<file path="config.mk">
export PLATFORM = sky130hd
export DESIGN_NAME = short_filename_validate_format_flat
export DESIGN_NICKNAME = d
export VERILOG_FILES = /design/src/sfv_pkg.sv /design/src/sfv_ifaces.sv /design/src/sfv_front.sv /design/src/sfv_queue.sv /design/src/sfv_back.sv /design/src/short_filename_validate_format.sv /design/src/flat_wrapper.sv
export SDC_FILE = /design/constraint.sdc
export NUM_CORES = 1
export LEC_CHECK = 0
export BUFFER_PORTS_ARGS = -buffer_cell sky130_fd_sc_hd__buf_4
export CAP_MARGIN = 20
export CELL_PAD_IN_SITES_DETAIL_PLACEMENT = 0
export CELL_PAD_IN_SITES_GLOBAL_PLACEMENT = 2
export CORE_MARGIN = 5
export CORE_UTILIZATION = 47
export DETAILED_ROUTE_END_ITERATION = 16
export PLACE_DENSITY = 0.81
export SLEW_MARGIN = 25
export SYNTH_ARGS = -nofsm -noshare
export SYNTH_HDL_FRONTEND = slang
export SYNTH_SLANG_ARGS = --single-unit
</file>
<file path="constraint.sdc">
create_clock -name i_clk -period 8.9 [get_ports i_clk]
set_clock_uncertainty 0.1 [all_clocks]
set_input_delay 0.89 -clock i_clk [delete_from_list [all_inputs] [get_ports i_clk]]
set_output_delay 0.89 -clock i_clk [all_outputs]
set_load 0.01 [all_outputs]
</file>
<file path="src/sfv_pkg.sv">
// ----------------------------------------------------------------------------
// sfv_pkg: shared types and constants for the 8.3 short name formatter
// Character codes, the forbidden-character check and the queue status word.
// ----------------------------------------------------------------------------
package sfv_pkg;

    localparam logic [7:0] C_SPACE    = 8'h20;
    localparam logic [7:0] C_QUOTE    = 8'h22;
    localparam logic [7:0] C_STAR     = 8'h2A;
    localparam logic [7:0] C_PLUS     = 8'h2B;
    localparam logic [7:0] C_COMMA    = 8'h2C;
    localparam logic [7:0] C_DOT      = 8'h2E;
    localparam logic [7:0] C_SLASH    = 8'h2F;
    localparam logic [7:0] C_COLON    = 8'h3A;
    localparam logic [7:0] C_GREATER  = 8'h3E;
    localparam logic [7:0] C_QUESTION = 8'h3F;
    localparam logic [7:0] C_LBRACKET = 8'h5B;
    localparam logic [7:0] C_RBRACKET = 8'h5D;
    localparam logic [7:0] C_PIPE     = 8'h7C;
    localparam logic [7:0] C_DEL      = 8'h7F;
    localparam logic [7:0] C_LOWER_A  = 8'h61;
    localparam logic [7:0] C_LOWER_Z  = 8'h7A;
    localparam logic [7:0] C_CASE_OFS = 8'h20;

    // status of the name queue as seen by both sides
    typedef struct packed {
        logic full;
        logic empty;
    } t_q_status;

    // true for bytes that may not appear in a short name; * + and ? pass in search mode
    function automatic logic byte_forbidden(input logic [7:0] c, input logic search);
        logic bad;
        bad = 1'b0;
        if (c <= C_SPACE || c >= C_DEL) bad = 1'b1;
        if (c == C_QUOTE || c == C_COMMA || c == C_SLASH || c == C_PIPE) bad = 1'b1;
        if (c >= C_COLON && c <= C_GREATER) bad = 1'b1;
        if (c >= C_LBRACKET && c <= C_RBRACKET) bad = 1'b1;
        if ((c == C_STAR || c == C_PLUS || c == C_QUESTION) && !search) bad = 1'b1;
        return bad;
    endfunction

    // lower-case letters map to upper case
    function automatic logic [7:0] to_upper(input logic [7:0] c);
        logic [7:0] u;
        u = c;
        if (c >= C_LOWER_A && c <= C_LOWER_Z) u = c - C_CASE_OFS;
        return u;
    endfunction

endpackage

</file>
<file path="src/sfv_ifaces.sv">
// ----------------------------------------------------------------------------
// sfv_ifaces: channel interfaces of the short name formatter
// Character input, formatted result output and the mode write channel.
// ----------------------------------------------------------------------------
interface sfv_char_if;
    logic       valid;
    logic       ready;
    logic [7:0] name_char;
    logic       name_end;

    modport source (output valid, output name_char, output name_end, input ready);
    modport sink   (input valid, input name_char, input name_end, output ready);
endinterface

interface sfv_res_if;
    logic       valid;
    logic       ready;
    logic       name_ok;
    logic [3:0] slot;
    logic [7:0] out_byte;
    logic       final_item;

    modport source (output valid, output name_ok, output slot, output out_byte,
                    output final_item, input ready);
    modport sink   (input valid, input name_ok, input slot, input out_byte,
                    input final_item, output ready);
endinterface

interface sfv_cfg_if;
    logic valid;
    logic ready;
    logic search_mode;

    modport source (output valid, output search_mode, input ready);
    modport sink   (input valid, input search_mode, output ready);
endinterface

</file>
<file path="src/sfv_front.sv">
// ----------------------------------------------------------------------------
// sfv_front: character checker and name builder
// Classifies one character per cycle unless the name queue is full, builds the
// padded name and pushes the finished name with its valid flag into the name queue.
// ----------------------------------------------------------------------------
module sfv_front #(
    parameter int TOTAL_CHARS = 11,
    parameter int BASE_CHARS  = 8
) (
    input  logic                   i_clk,
    input  logic                   i_rst_n,
    sfv_char_if.sink               i_char,
    sfv_cfg_if.sink                i_cfg,
    input  sfv_pkg::t_q_status     i_q_status,
    output logic                   o_push,
    output logic [8*TOTAL_CHARS:0] o_push_data
);
    import sfv_pkg::*;

    localparam int MAX_SLOT = (TOTAL_CHARS > BASE_CHARS) ? TOTAL_CHARS : BASE_CHARS;
    localparam int SLOT_W   = $clog2(MAX_SLOT + 1);

    logic [7:0]        r_buf [TOTAL_CHARS];
    logic [7:0]        n_buf [TOTAL_CHARS];
    logic [SLOT_W-1:0] r_ws, n_ws;
    logic [3:0]        r_ci;
    logic              r_dot, n_dot;
    logic              r_bad, n_bad;
    logic              r_search;
    logic              w_take;
    logic              w_wr;
    logic [7:0]        w_upper;

    assign i_char.ready = !i_q_status.full;
    assign i_cfg.ready  = 1'b1;
    assign w_take       = i_char.valid && i_char.ready;
    assign w_upper      = to_upper(i_char.name_char);

    // classify the incoming character
    always_comb begin
        n_bad = r_bad;
        n_dot = r_dot;
        n_ws  = r_ws;
        w_wr  = 1'b0;
        if (!r_bad) begin
            if (byte_forbidden(i_char.name_char, r_search)) begin
                n_bad = 1'b1;
            end else if (i_char.name_char == C_DOT) begin
                if (r_dot || r_ci == 4'd0) begin
                    n_bad = 1'b1;
                end else begin
                    n_dot = 1'b1;
                    n_ws  = SLOT_W'(BASE_CHARS);
                end
            end else if (!r_dot && r_ci >= 4'(BASE_CHARS)) begin
                n_bad = 1'b1;
            end else if (r_ws >= SLOT_W'(TOTAL_CHARS)) begin
                n_bad = 1'b1;
            end else begin
                w_wr = 1'b1;
                n_ws = r_ws + SLOT_W'(1);
            end
        end
    end

    // buffer with this character written in
    always_comb begin
        for (int k = 0; k < TOTAL_CHARS; k++) begin
            n_buf[k] = (w_wr && r_ws == SLOT_W'(k)) ? w_upper : r_buf[k];
        end
    end

    // finished name goes to the queue on the last character
    assign o_push = w_take && i_char.name_end;
    always_comb begin
        o_push_data[8*TOTAL_CHARS] = !n_bad;
        for (int k = 0; k < TOTAL_CHARS; k++) begin
            o_push_data[8*k +: 8] = n_buf[k];
        end
    end

    // name state
    always_ff @(posedge i_clk) begin
        if (!i_rst_n) begin
            r_ws  <= '0;
            r_ci  <= '0;
            r_dot <= 1'b0;
            r_bad <= 1'b0;
            for (int k = 0; k < TOTAL_CHARS; k++) r_buf[k] <= C_SPACE;
        end else if (w_take) begin
            if (i_char.name_end) begin
                r_ws  <= '0;
                r_ci  <= '0;
                r_dot <= 1'b0;
                r_bad <= 1'b0;
                for (int k = 0; k < TOTAL_CHARS; k++) r_buf[k] <= C_SPACE;
            end else begin
                r_ws  <= n_ws;
                r_dot <= n_dot;
                r_bad <= n_bad;
                if (r_ci != 4'hF) r_ci <= r_ci + 4'd1;
                for (int k = 0; k < TOTAL_CHARS; k++) r_buf[k] <= n_buf[k];
            end
        end
    end

    // search mode register
    always_ff @(posedge i_clk) begin
        if (!i_rst_n) begin
            r_search <= 1'b0;
        end else if (i_cfg.valid && i_cfg.ready) begin
            r_search <= i_cfg.search_mode;
        end
    end

endmodule

</file>
<file path="src/sfv_queue.sv">
// ----------------------------------------------------------------------------
// sfv_queue: two-entry name queue
// Holds finished names between the checker and the output serializer.
// ----------------------------------------------------------------------------
module sfv_queue #(
    parameter int WIDTH = 89
) (
    input  logic               i_clk,
    input  logic               i_rst_n,
    input  logic               i_push,
    input  logic [WIDTH-1:0]   i_push_data,
    input  logic               i_pop,
    output logic [WIDTH-1:0]   o_pop_data,
    output sfv_pkg::t_q_status o_status
);
    import sfv_pkg::*;

    logic [WIDTH-1:0] r_mem [2];
    logic             r_wp;
    logic             r_rp;
    logic [1:0]       r_cnt;

    assign o_status.full  = (r_cnt == 2'd2);
    assign o_status.empty = (r_cnt == 2'd0);
    assign o_pop_data     = r_mem[r_rp];

    // storage
    always_ff @(posedge i_clk) begin
        if (i_push) r_mem[r_wp] <= i_push_data;
    end

    // pointers and fill count
    always_ff @(posedge i_clk) begin
        if (!i_rst_n) begin
            r_wp  <= 1'b0;
            r_rp  <= 1'b0;
            r_cnt <= '0;
        end else begin
            if (i_push) r_wp <= !r_wp;
            if (i_pop)  r_rp <= !r_rp;
            case ({i_push, i_pop})
                2'b10:   r_cnt <= r_cnt + 2'd1;
                2'b01:   r_cnt <= r_cnt - 2'd1;
                default: r_cnt <= r_cnt;
            endcase
        end
    end

endmodule

</file>
<file path="src/sfv_back.sv">
// ----------------------------------------------------------------------------
// sfv_back: result serializer
// Takes one name from the queue and sends it out as formatted words, or
// a single error word for an invalid name.
// ----------------------------------------------------------------------------
module sfv_back #(
    parameter int TOTAL_CHARS = 11
) (
    input  logic                   i_clk,
    input  logic                   i_rst_n,
    input  sfv_pkg::t_q_status     i_q_status,
    input  logic [8*TOTAL_CHARS:0] i_pop_data,
    output logic                   o_pop,
    sfv_res_if.source              o_res
);
    import sfv_pkg::*;

    localparam int IDX_W = $clog2(TOTAL_CHARS);

    logic                     r_busy;
    logic                     r_ok;
    logic [8*TOTAL_CHARS-1:0] r_buf;
    logic [IDX_W-1:0]         r_cnt;
    logic                     w_last;
    logic                     w_done;
    logic                     w_load;

    // output word from the held name
    assign w_last           = !r_ok || (r_cnt == IDX_W'(TOTAL_CHARS - 1));
    assign o_res.valid      = r_busy;
    assign o_res.name_ok    = r_ok;
    assign o_res.slot       = r_ok ? 4'(r_cnt) : 4'd0;
    assign o_res.out_byte   = r_ok ? r_buf[8*r_cnt +: 8] : 8'h00;
    assign o_res.final_item = w_last;

    assign w_done = r_busy && o_res.ready && w_last;
    assign w_load = (!r_busy || w_done) && !i_q_status.empty;
    assign o_pop  = w_load;

    // serializer control
    always_ff @(posedge i_clk) begin
        if (!i_rst_n) begin
            r_busy <= 1'b0;
            r_cnt  <= '0;
        end else if (w_load) begin
            r_busy <= 1'b1;
            r_cnt  <= '0;
        end else if (w_done) begin
            r_busy <= 1'b0;
        end else if (r_busy && o_res.ready) begin
            r_cnt <= r_cnt + IDX_W'(1);
        end
    end

    // held name
    always_ff @(posedge i_clk) begin
        if (w_load) begin
            r_ok  <= i_pop_data[8*TOTAL_CHARS];
            r_buf <= i_pop_data[8*TOTAL_CHARS-1:0];
        end
    end

endmodule

</file>
<file path="src/short_filename_validate_format.sv">
// ----------------------------------------------------------------------------
// short_filename_validate_format: 8.3 short name checker and formatter
// Checks a file name character by character and emits the padded name.
// ----------------------------------------------------------------------------
// Characters are taken one per cycle while the name queue has room. On the last
// character the name is queued (two names deep) and the output side sends it
// as TOTAL_CHARS words, one per cycle while o_res.ready is high, slot 0 first,
// or as a single error word when the name is invalid. Input stalls only when
// both queue entries are full. The search mode register is written through
// i_cfg and applies to later characters.
module short_filename_validate_format #(
    parameter int TOTAL_CHARS = 11,
    parameter int BASE_CHARS  = 8
) (
    input  logic      i_clk,
    input  logic      i_rst_n,
    sfv_char_if.sink  i_char,
    sfv_cfg_if.sink   i_cfg,
    sfv_res_if.source o_res
);
    import sfv_pkg::*;

    localparam int Q_W = 8 * TOTAL_CHARS + 1;

    t_q_status      w_qs;
    logic           w_push;
    logic           w_pop;
    logic [Q_W-1:0] w_push_data;
    logic [Q_W-1:0] w_pop_data;

    // checker side
    sfv_front #(
        .TOTAL_CHARS (TOTAL_CHARS),
        .BASE_CHARS  (BASE_CHARS)
    ) u_front (
        .i_clk       (i_clk),
        .i_rst_n     (i_rst_n),
        .i_char      (i_char),
        .i_cfg       (i_cfg),
        .i_q_status  (w_qs),
        .o_push      (w_push),
        .o_push_data (w_push_data)
    );

    // name queue
    sfv_queue #(
        .WIDTH (Q_W)
    ) u_queue (
        .i_clk       (i_clk),
        .i_rst_n     (i_rst_n),
        .i_push      (w_push),
        .i_push_data (w_push_data),
        .i_pop       (w_pop),
        .o_pop_data  (w_pop_data),
        .o_status    (w_qs)
    );

    // output side
    sfv_back #(
        .TOTAL_CHARS (TOTAL_CHARS)
    ) u_back (
        .i_clk      (i_clk),
        .i_rst_n    (i_rst_n),
        .i_q_status (w_qs),
        .i_pop_data (w_pop_data),
        .o_pop      (w_pop),
        .o_res      (o_res)
    );

    // no push into a full queue, no pop from an empty one
    a_q_bounds: assert property (@(posedge i_clk) disable iff (!i_rst_n)
        !(w_push && w_qs.full) && !(w_pop && w_qs.empty))
        else $error("name queue overflow or underflow");

    // an error word is a single final word with zero payload
    a_err_word: assert property (@(posedge i_clk) disable iff (!i_rst_n)
        (o_res.valid && !o_res.name_ok) |->
        (o_res.final_item && o_res.out_byte == 8'h00 && o_res.slot == 4'd0))
        else $error("malformed error word");

    // slot stays inside the formatted name
    a_slot_range: assert property (@(posedge i_clk) disable iff (!i_rst_n)
        o_res.valid |-> (o_res.slot < 4'(TOTAL_CHARS)))
        else $error("slot out of range");

    // output goes idle after the last word when nothing is queued
    a_idle_after: assert property (@(posedge i_clk) disable iff (!i_rst_n)
        (o_res.valid && o_res.ready && o_res.final_item && w_qs.empty) |=> !o_res.valid)
        else $error("output valid without a queued name");

endmodule
</file>
<file path="src/flat_wrapper.sv">
// flat-port wrapper written by rule: the top's interface ports become plain ports
module short_filename_validate_format_flat import sfv_pkg::*;
#(
    parameter int TOTAL_CHARS = 11,
    parameter int BASE_CHARS  = 8
)
  (i_clk, i_rst_n, i_char_valid, i_char_name_char, i_char_name_end, i_char_ready, i_cfg_valid, i_cfg_search_mode, i_cfg_ready, o_res_valid, o_res_name_ok, o_res_slot, o_res_out_byte, o_res_final_item, o_res_ready);
  sfv_char_if i_char_i ();
  sfv_cfg_if i_cfg_i ();
  sfv_res_if o_res_i ();
  input  logic i_clk;
  input  logic i_rst_n;
  input wire logic [$bits(i_char_i.valid)-1:0] i_char_valid;
  input wire logic [$bits(i_char_i.name_char)-1:0] i_char_name_char;
  input wire logic [$bits(i_char_i.name_end)-1:0] i_char_name_end;
  output wire logic [$bits(i_char_i.ready)-1:0] i_char_ready;
  input wire logic [$bits(i_cfg_i.valid)-1:0] i_cfg_valid;
  input wire logic [$bits(i_cfg_i.search_mode)-1:0] i_cfg_search_mode;
  output wire logic [$bits(i_cfg_i.ready)-1:0] i_cfg_ready;
  output wire logic [$bits(o_res_i.valid)-1:0] o_res_valid;
  output wire logic [$bits(o_res_i.name_ok)-1:0] o_res_name_ok;
  output wire logic [$bits(o_res_i.slot)-1:0] o_res_slot;
  output wire logic [$bits(o_res_i.out_byte)-1:0] o_res_out_byte;
  output wire logic [$bits(o_res_i.final_item)-1:0] o_res_final_item;
  input wire logic [$bits(o_res_i.ready)-1:0] o_res_ready;
  assign i_char_i.valid = i_char_valid;
  assign i_char_i.name_char = i_char_name_char;
  assign i_char_i.name_end = i_char_name_end;
  assign i_char_ready = i_char_i.ready;
  assign i_cfg_i.valid = i_cfg_valid;
  assign i_cfg_i.search_mode = i_cfg_search_mode;
  assign i_cfg_ready = i_cfg_i.ready;
  assign o_res_valid = o_res_i.valid;
  assign o_res_name_ok = o_res_i.name_ok;
  assign o_res_slot = o_res_i.slot;
  assign o_res_out_byte = o_res_i.out_byte;
  assign o_res_final_item = o_res_i.final_item;
  assign o_res_i.ready = o_res_ready;
  short_filename_validate_format #(.TOTAL_CHARS(TOTAL_CHARS), .BASE_CHARS(BASE_CHARS)) u_core (.i_clk(i_clk), .i_rst_n(i_rst_n), .i_char(i_char_i), .i_cfg(i_cfg_i), .o_res(o_res_i));
endmodule
</file>
# After elaboration in Yosys (flattened, before gate mapping)
# Memory sizes are Yosys's and may differ from the RTL's. A register that Yosys moved wholly into a read port is not among the register bits.
# Cells that the tools add are included.
# Widths: inputs -> output; s select.
[totals] regBits=20 latchBits=0 ram_bits=266 romBits=0 in_bits=15 out_inout_bits=17 word_cells=215 memories=2
[op_classes] add_sub_neg=6 multipliers=0 div_mod_pow=0 magnitude_cmp=10 eq_ne=29 shift=1 muxes=82 n_bitwise=24 reduce_logical=51
[memory_table] memory="u_core.u_queue.r_mem" words=2 word_bits=89 rd=1 rd_clocked_by_memory_dff=1 wr=1 line="sfv_queue.sv:18" rtl="logic [WIDTH-1:0] r_mem [2];"
[memory_table] memory="u_core.u_front.r_buf" words=11 word_bits=8 rd=11 rd_clocked_by_memory_dff=0 wr=11 line="sfv_front.sv:23" rtl="logic [7:0] r_buf [TOTAL_CHARS];"
[ops] op="$mux 8" count=35
[ops] op="$shiftx 88x8->8" count=1
[ops] op="$eq 8x6->1 const B" count=7
[ops] op="$mux 4" count=10
[ops] op="$mux 1" count=36
[ops] op="$ge 8x7->1 const B" count=3
[ops] op="$or 1x1->1" count=22
[ops] op="$logic_and 1x1->1" count=21
[ops] op="$eq 4x3->1 const B" count=4
[ops] op="$eq 4x4->1 const B" count=4
[ops] op="$le 8x6->1 const B" count=2
[ops] op="$le 8x7->1 const B" count=2
[ops] op="$add 4x1->4 const B" count=3
[ops] op="$logic_not 1->1" count=9
[ops] op="$logic_or 1x1->1" count=9
[ops] op="$ne 3x3->1 const B" count=3
[ops] op="$eq 4x2->1 const B" count=2
[ops] op="$eq 8x7->1 const B" count=1
[ops] op="$ge 4x4->1 const B" count=2
[ops] op="$ge 8x6->1 const B" count=1
[ops] op="$logic_not 4->1" count=2
[ops] op="$reduce_bool 2->1" count=4
[ops] op="$sub 8x6->8 const B" count=1
[ops] op="$ne 2x2->1 const B" count=3
[ops] op="other kinds (13)" count=16

# Depth between registers and ports, before layout
[depth] depth_word=14 ltp_mapped=11 mapped_depth_nobuf=9

# By module
# From an unflattened synthesis, not the netlist that was laid out.
[hier_totals] hier_cells=1096 hier_area_um2=16901.2
[by_module_without_submodules] mod="sfv_queue" n_inst=1 cells_per_inst=299 area_each_um2=6626.4
[by_module_without_submodules] mod="sfv_front" n_inst=1 cells_per_inst=562 area_each_um2=6472.5
[by_module_without_submodules] mod="sfv_back" n_inst=1 cells_per_inst=235 area_each_um2=3802.4

# Worst setup path before layout
# OpenSTA, ideal clock, no wires.
[synth_timing] path_kind="reg2reg" from="register u_core.u_back.r_cnt[0]" to="register u_core.u_queue.r_cnt[1]" arrival_time_ns=6.937 setup_slack_ns=1.787 path_stages_with_launch=11 path_buffers=2 synth_period_minus_slack_ns=7.113 path_cell_list="dfxtp_1 > buf_2 > buf_2 > inv_1 > ha_1 > and3b_1 > o21ai_0 > a21oi_1 > ha_1 > or3_1 > a21boi_0"
[synth_via] elab_chain_len=7 word_cells_on_any_way=9 classes_between="3 x eq/ne; 1 x mux; 5 x reduce/logical"
[synth_lines] item="from (decl)" line="sfv_back.sv:23" rtl="logic [IDX_W-1:0] r_cnt;"
[synth_lines] item="from (signal assigned)" line="sfv_back.sv:51" rtl="r_cnt <= r_cnt + IDX_W'(1);"
[synth_lines] item="$eq 4x4->1 *" line="sfv_back.sv:29" rtl="assign w_last = !r_ok || (r_cnt == IDX_W'(TOTAL_CHARS - 1));"
[synth_lines] item="$logic_or 1x1->1 *" line="sfv_back.sv:29"
[synth_lines] item="$logic_and 1x1->1 *" line="sfv_back.sv:36" rtl="assign w_done = r_busy && o_res.ready && w_last;"
[synth_lines] item="$logic_or 1x1->1 *" line="sfv_back.sv:37" rtl="assign w_load = (!r_busy || w_done) && !i_q_status.empty;"
[synth_lines] item="$logic_and 1x1->1 *" line="sfv_back.sv:37"
[synth_lines] item="via u_core.u_back.o_pop" line="sfv_back.sv:13" rtl="output logic o_pop,"
[synth_lines] item="$eq 2x1->1 / $eq 2x2->1 (equally long branches)" line="sfv_queue.sv:41" rtl="case ({i_push, i_pop})"
[synth_lines] item="$pmux 2 s2 / $reduce_bool 2->1 (equally long branches)"
[synth_lines] item="to (signal assigned)" line="sfv_queue.sv:42" rtl="2'b10: r_cnt <= r_cnt + 2'd1;"
[synth_lines] item="to (signal assigned)" line="sfv_queue.sv:43" rtl="2'b01: r_cnt <= r_cnt - 2'd1;"
[synth_lines] item="to (signal assigned)" line="sfv_queue.sv:44" rtl="default: r_cnt <= r_cnt;"
[synth_lines] item="to (decl)" line="sfv_queue.sv:21" rtl="logic [1:0] r_cnt;"
# Mark *: on every way through the listed nets, which the timed path passes. The rest lies on a longest branch.
# A chain may end at the register's enable or synchronous reset.

# Final worst setup path
[layout_timing] from="register u_core.u_back.r_cnt[0]" to="output port o_res_out_byte[3]"
[layout_via] elab_chain_len=2
[layout_lines] item="$shiftx 88x8->8" line="sfv_back.sv:33" rtl="assign o_res.out_byte = r_ok ? r_buf[8*r_cnt +: 8] : 8'h00;"
[layout_lines] item="$mux 8" line="sfv_back.sv:33"
[layout_lines] item="to (decl)" line="flat_wrapper.sv:23" rtl="output wire logic [$bits(o_res_i.out_byte)-1:0] o_res_out_byte;"
# No other way between the ends.

==> run metrics <==
status complete, no violations; Gate Count Post-Synth 1062; Yosys cell types 65; Area Growth Syn to Fin 11.6%; die area 39700 um^2; register bit total from synthesis 375; DP HPWL 19400 um; pin count of the biggest net entering global routing 59; clk sink count 375; CP Launch Type register; Die H 199 um; FP Rows 69; largest cells by area after synthesis edfxtp_1 (63%), mux2_2 (11%), mux2i_1 (6.4%); Synth top cells by count edfxtp_1 (355), mux2_2 (158), mux2i_1 (108); CTS hold repair buffers 0; power per cell area 268 nW/um^2; sequential-to-total area share from yosys stat 65.6%; Clock power frac 34.6%; Fin Setup TNS 0 ns; Starting DRT DRC Count 430; first-pass GRT wire length 52700 um; Buffers on Ports 30; vias in the first global route 8874; hold_sp u_core.u_front.r_ws[1]; Hold Path Stages 2; DRT Pass-1 Iters 5; pre-CTS WS 4.99 ns; Initial Utilization 47.5%; fin nets 1101; postcts setup bufs 0; Syn Nets 1088; total wire length 33900 um; worst path required time 7.91 ns; Worst-path clk slew 0.06 ns; met1 GRT Util 24.0%; top-area cell type share of the netlist area 63.3%; WP data arrival 2.97 ns; post-synthesis simple-gate area fraction 7.23%; Max-cap violations 0; xor and xnor fraction of the mapped netlist area 0.468%; worst reg2reg path startpoint u_core.u_back.r_cnt[1]; via count 8671; main combinational cell family by area after synthesis multiplexers; number of diodes 0; Most used DFF post-synth edfxtp_1; Synth area leader edfxtp_1; Worst slew margin 34.8%; vias per cell 5.54; Mapped Avg Cell Area 15.9 um^2; fill count 2875; cell chain of the critical path buf_4 -> inv_1 -> nor2_1 -> a21oi_1 -> o22a_1 -> nor2_1 -> buf_4; clock period minus worst slack 3.96 ns; Setup WS post-layout 4.94 ns; share of power burned in combinational logic 16.2%; antenna violations before repair 0; GRT overflow 0; peak supply drop 0.194 mV; Critical Path Slowest Stage Cell nor2_1; Post-CTS Resized 0; FMAX 252 MHz; Seq pwr share 49.2%; GR Util met3 2.71%; synth warn 0; leak pwr 6.72 nW; share of flip-flops with an asynchronous set or reset 0%; clk buf depth 3; Netlist Area Pre-Place 16900 um^2; max-slew violations 0; DRC 0; number of flops mapped to enable cells by yosys 355; fin crit share 44.5%; Post-Synth Adder-Cell Area 0.817%; Fin. Hold Viols 0; Clk Latency, worst-skew pair 0.53 ns; crit path kind register to output pin; cell with the most instances after synthesis edfxtp_1; routed wire length per instance 21.6 um; GR peak layer met2; Core Area 35500 um^2; H-tree levels 2; Hold Path End u_core.u_front.r_ws[1]; RSZ-0062 raised after global routing no; layout cells sized above 1 29.0%; Sw Pwr 1.25 mW; CTS tree built; mux cell area share after synthesis 20.7%; setup slack, reg-to-reg 5.59 ns; Worst Hold Class register to register; DRT antenna net count 0; compound-cell area share of the yosys netlist 2.41%; GPL Wtd Cong 0.760; GRT Resource Usage Total 17.3%; Die X 199 um; Pint 3.79 mW; GR Util met2 29.1%; Max stage delay on crit path 0.73 ns; final setup violation count 0; CP Capture Type output pin; CTS root buffer clkbuf_16; R2R cell count 7; io pins 32; worst reg2reg endpoint u_core.u_back.r_buf[60]; sw frac 24.9%; Worst Tran Pin Value 0.977 ns; largest fanout on the critical path 28; TritonCTS Buffers 40
how the worst max path moves through the flow:
stage,start,depth (start not counted),slack (ns),endpoint
5_1_grt,u_core.u_back.r_cnt[0],7,4.71,o_res_out_byte[3]
6_report,u_core.u_back.r_cnt[0],7,4.94,o_res_out_byte[3]
3_3_place_gp,i_char_name_char[1],7,5.00,u_core.u_queue.r_mem[0][7]
2_1_floorplan,u_core.u_back.r_cnt[0],10,1.79,u_core.u_queue.r_cnt[1]
3_5_place_dp,i_char_name_char[2],7,4.99,u_core.u_queue.r_mem[1][7]
4_1_cts,u_core.u_back.r_cnt[0],7,4.85,o_res_out_byte[3]
placed cells by master, fill, tap and decap left out, drive strengths merged, types with 15 or more instances in the layout:
master	instances
edfxtp	355
mux2	177
mux2i	108
nand2	103
clkbuf	55
buf	46
nor2	42
dfxtp	20
mux4	16
nand3	16
a21oi	15
power groups by stage:
stage / registers (mW) / logic (mW) / clock network, mW
floorplan: 2.51 / 0.584 / 0
global placement: 2.51 / 0.822 / 0
detailed placement: 2.52 / 0.833 / 0
CTS: 2.48 / 0.837 / 1.79
global route: 2.51 / 0.899 / 1.86
finish: 2.48 / 0.817 / 1.75
worst max-delay path: cells and delay by family (launching register included):
family	cells	cell delay [ns]
and+or+nand+nor	2	0.85
AOI/OAI and AO/OA	2	0.47
DFF	1	0.31
buffers and inverters	3	0.80
layout make-up:
class	count	area [um^2]	area share (%)
Clock inverter	17	263	1.40
Multi-Input combinational cell	601	5380	28.6
Timing Repair Buffer	46	358	1.90
Sequential cell	375	11100	58.8
Clock buffer	55	1130	6.01
Tap cell	461	577	3.07
Inverter	11	41.3	0.219
state kept, by name, indices dropped and copies added, names as in the netlist, 2 cells and up:
signal,cells
u_core.u_back.r_buf,88
u_core.u_front.r_buf,88
u_core.u_back.r_cnt,4
u_core.u_front.r_ci,4
u_core.u_queue.r_cnt,2
u_core.u_queue.r_mem,178
u_core.u_front.r_ws,4
through the flow:
step,util [%],hold slack (ns),power [mW],cell area (um^2),instances
after floorplan,-,0.373,3.09,16900,1062
after global placement,49.0,0.408,3.33,17400,1493
after detailed placement,49.0,0.408,3.35,17400,1493
after CTS,53.0,0.426,5.11,18800,1565
after global routing,53.0,0.447,5.27,18800,1566
final,53.0,0.424,5.04,18800,1566
per-layer routing:
layer | part of all wire [%] | up-vias
met5 | 0 | -
met4 | 1.8 | 0
met3 | 4.3 | 42
met2 | 48 | 178
met1 | 46 | 4383
li1 | - | 4068
logic make-up after synthesis:
family,Yosys count
other,1
AO/OA/AOI/OAI,51
flip-flops,375
adder cells (fa/ha/maj),11
AND/OR/NAND/NOR,228
multiplexers,301
buffers and inverters,86
XOR/XNOR,9
(Power assumes the default switching activity.)
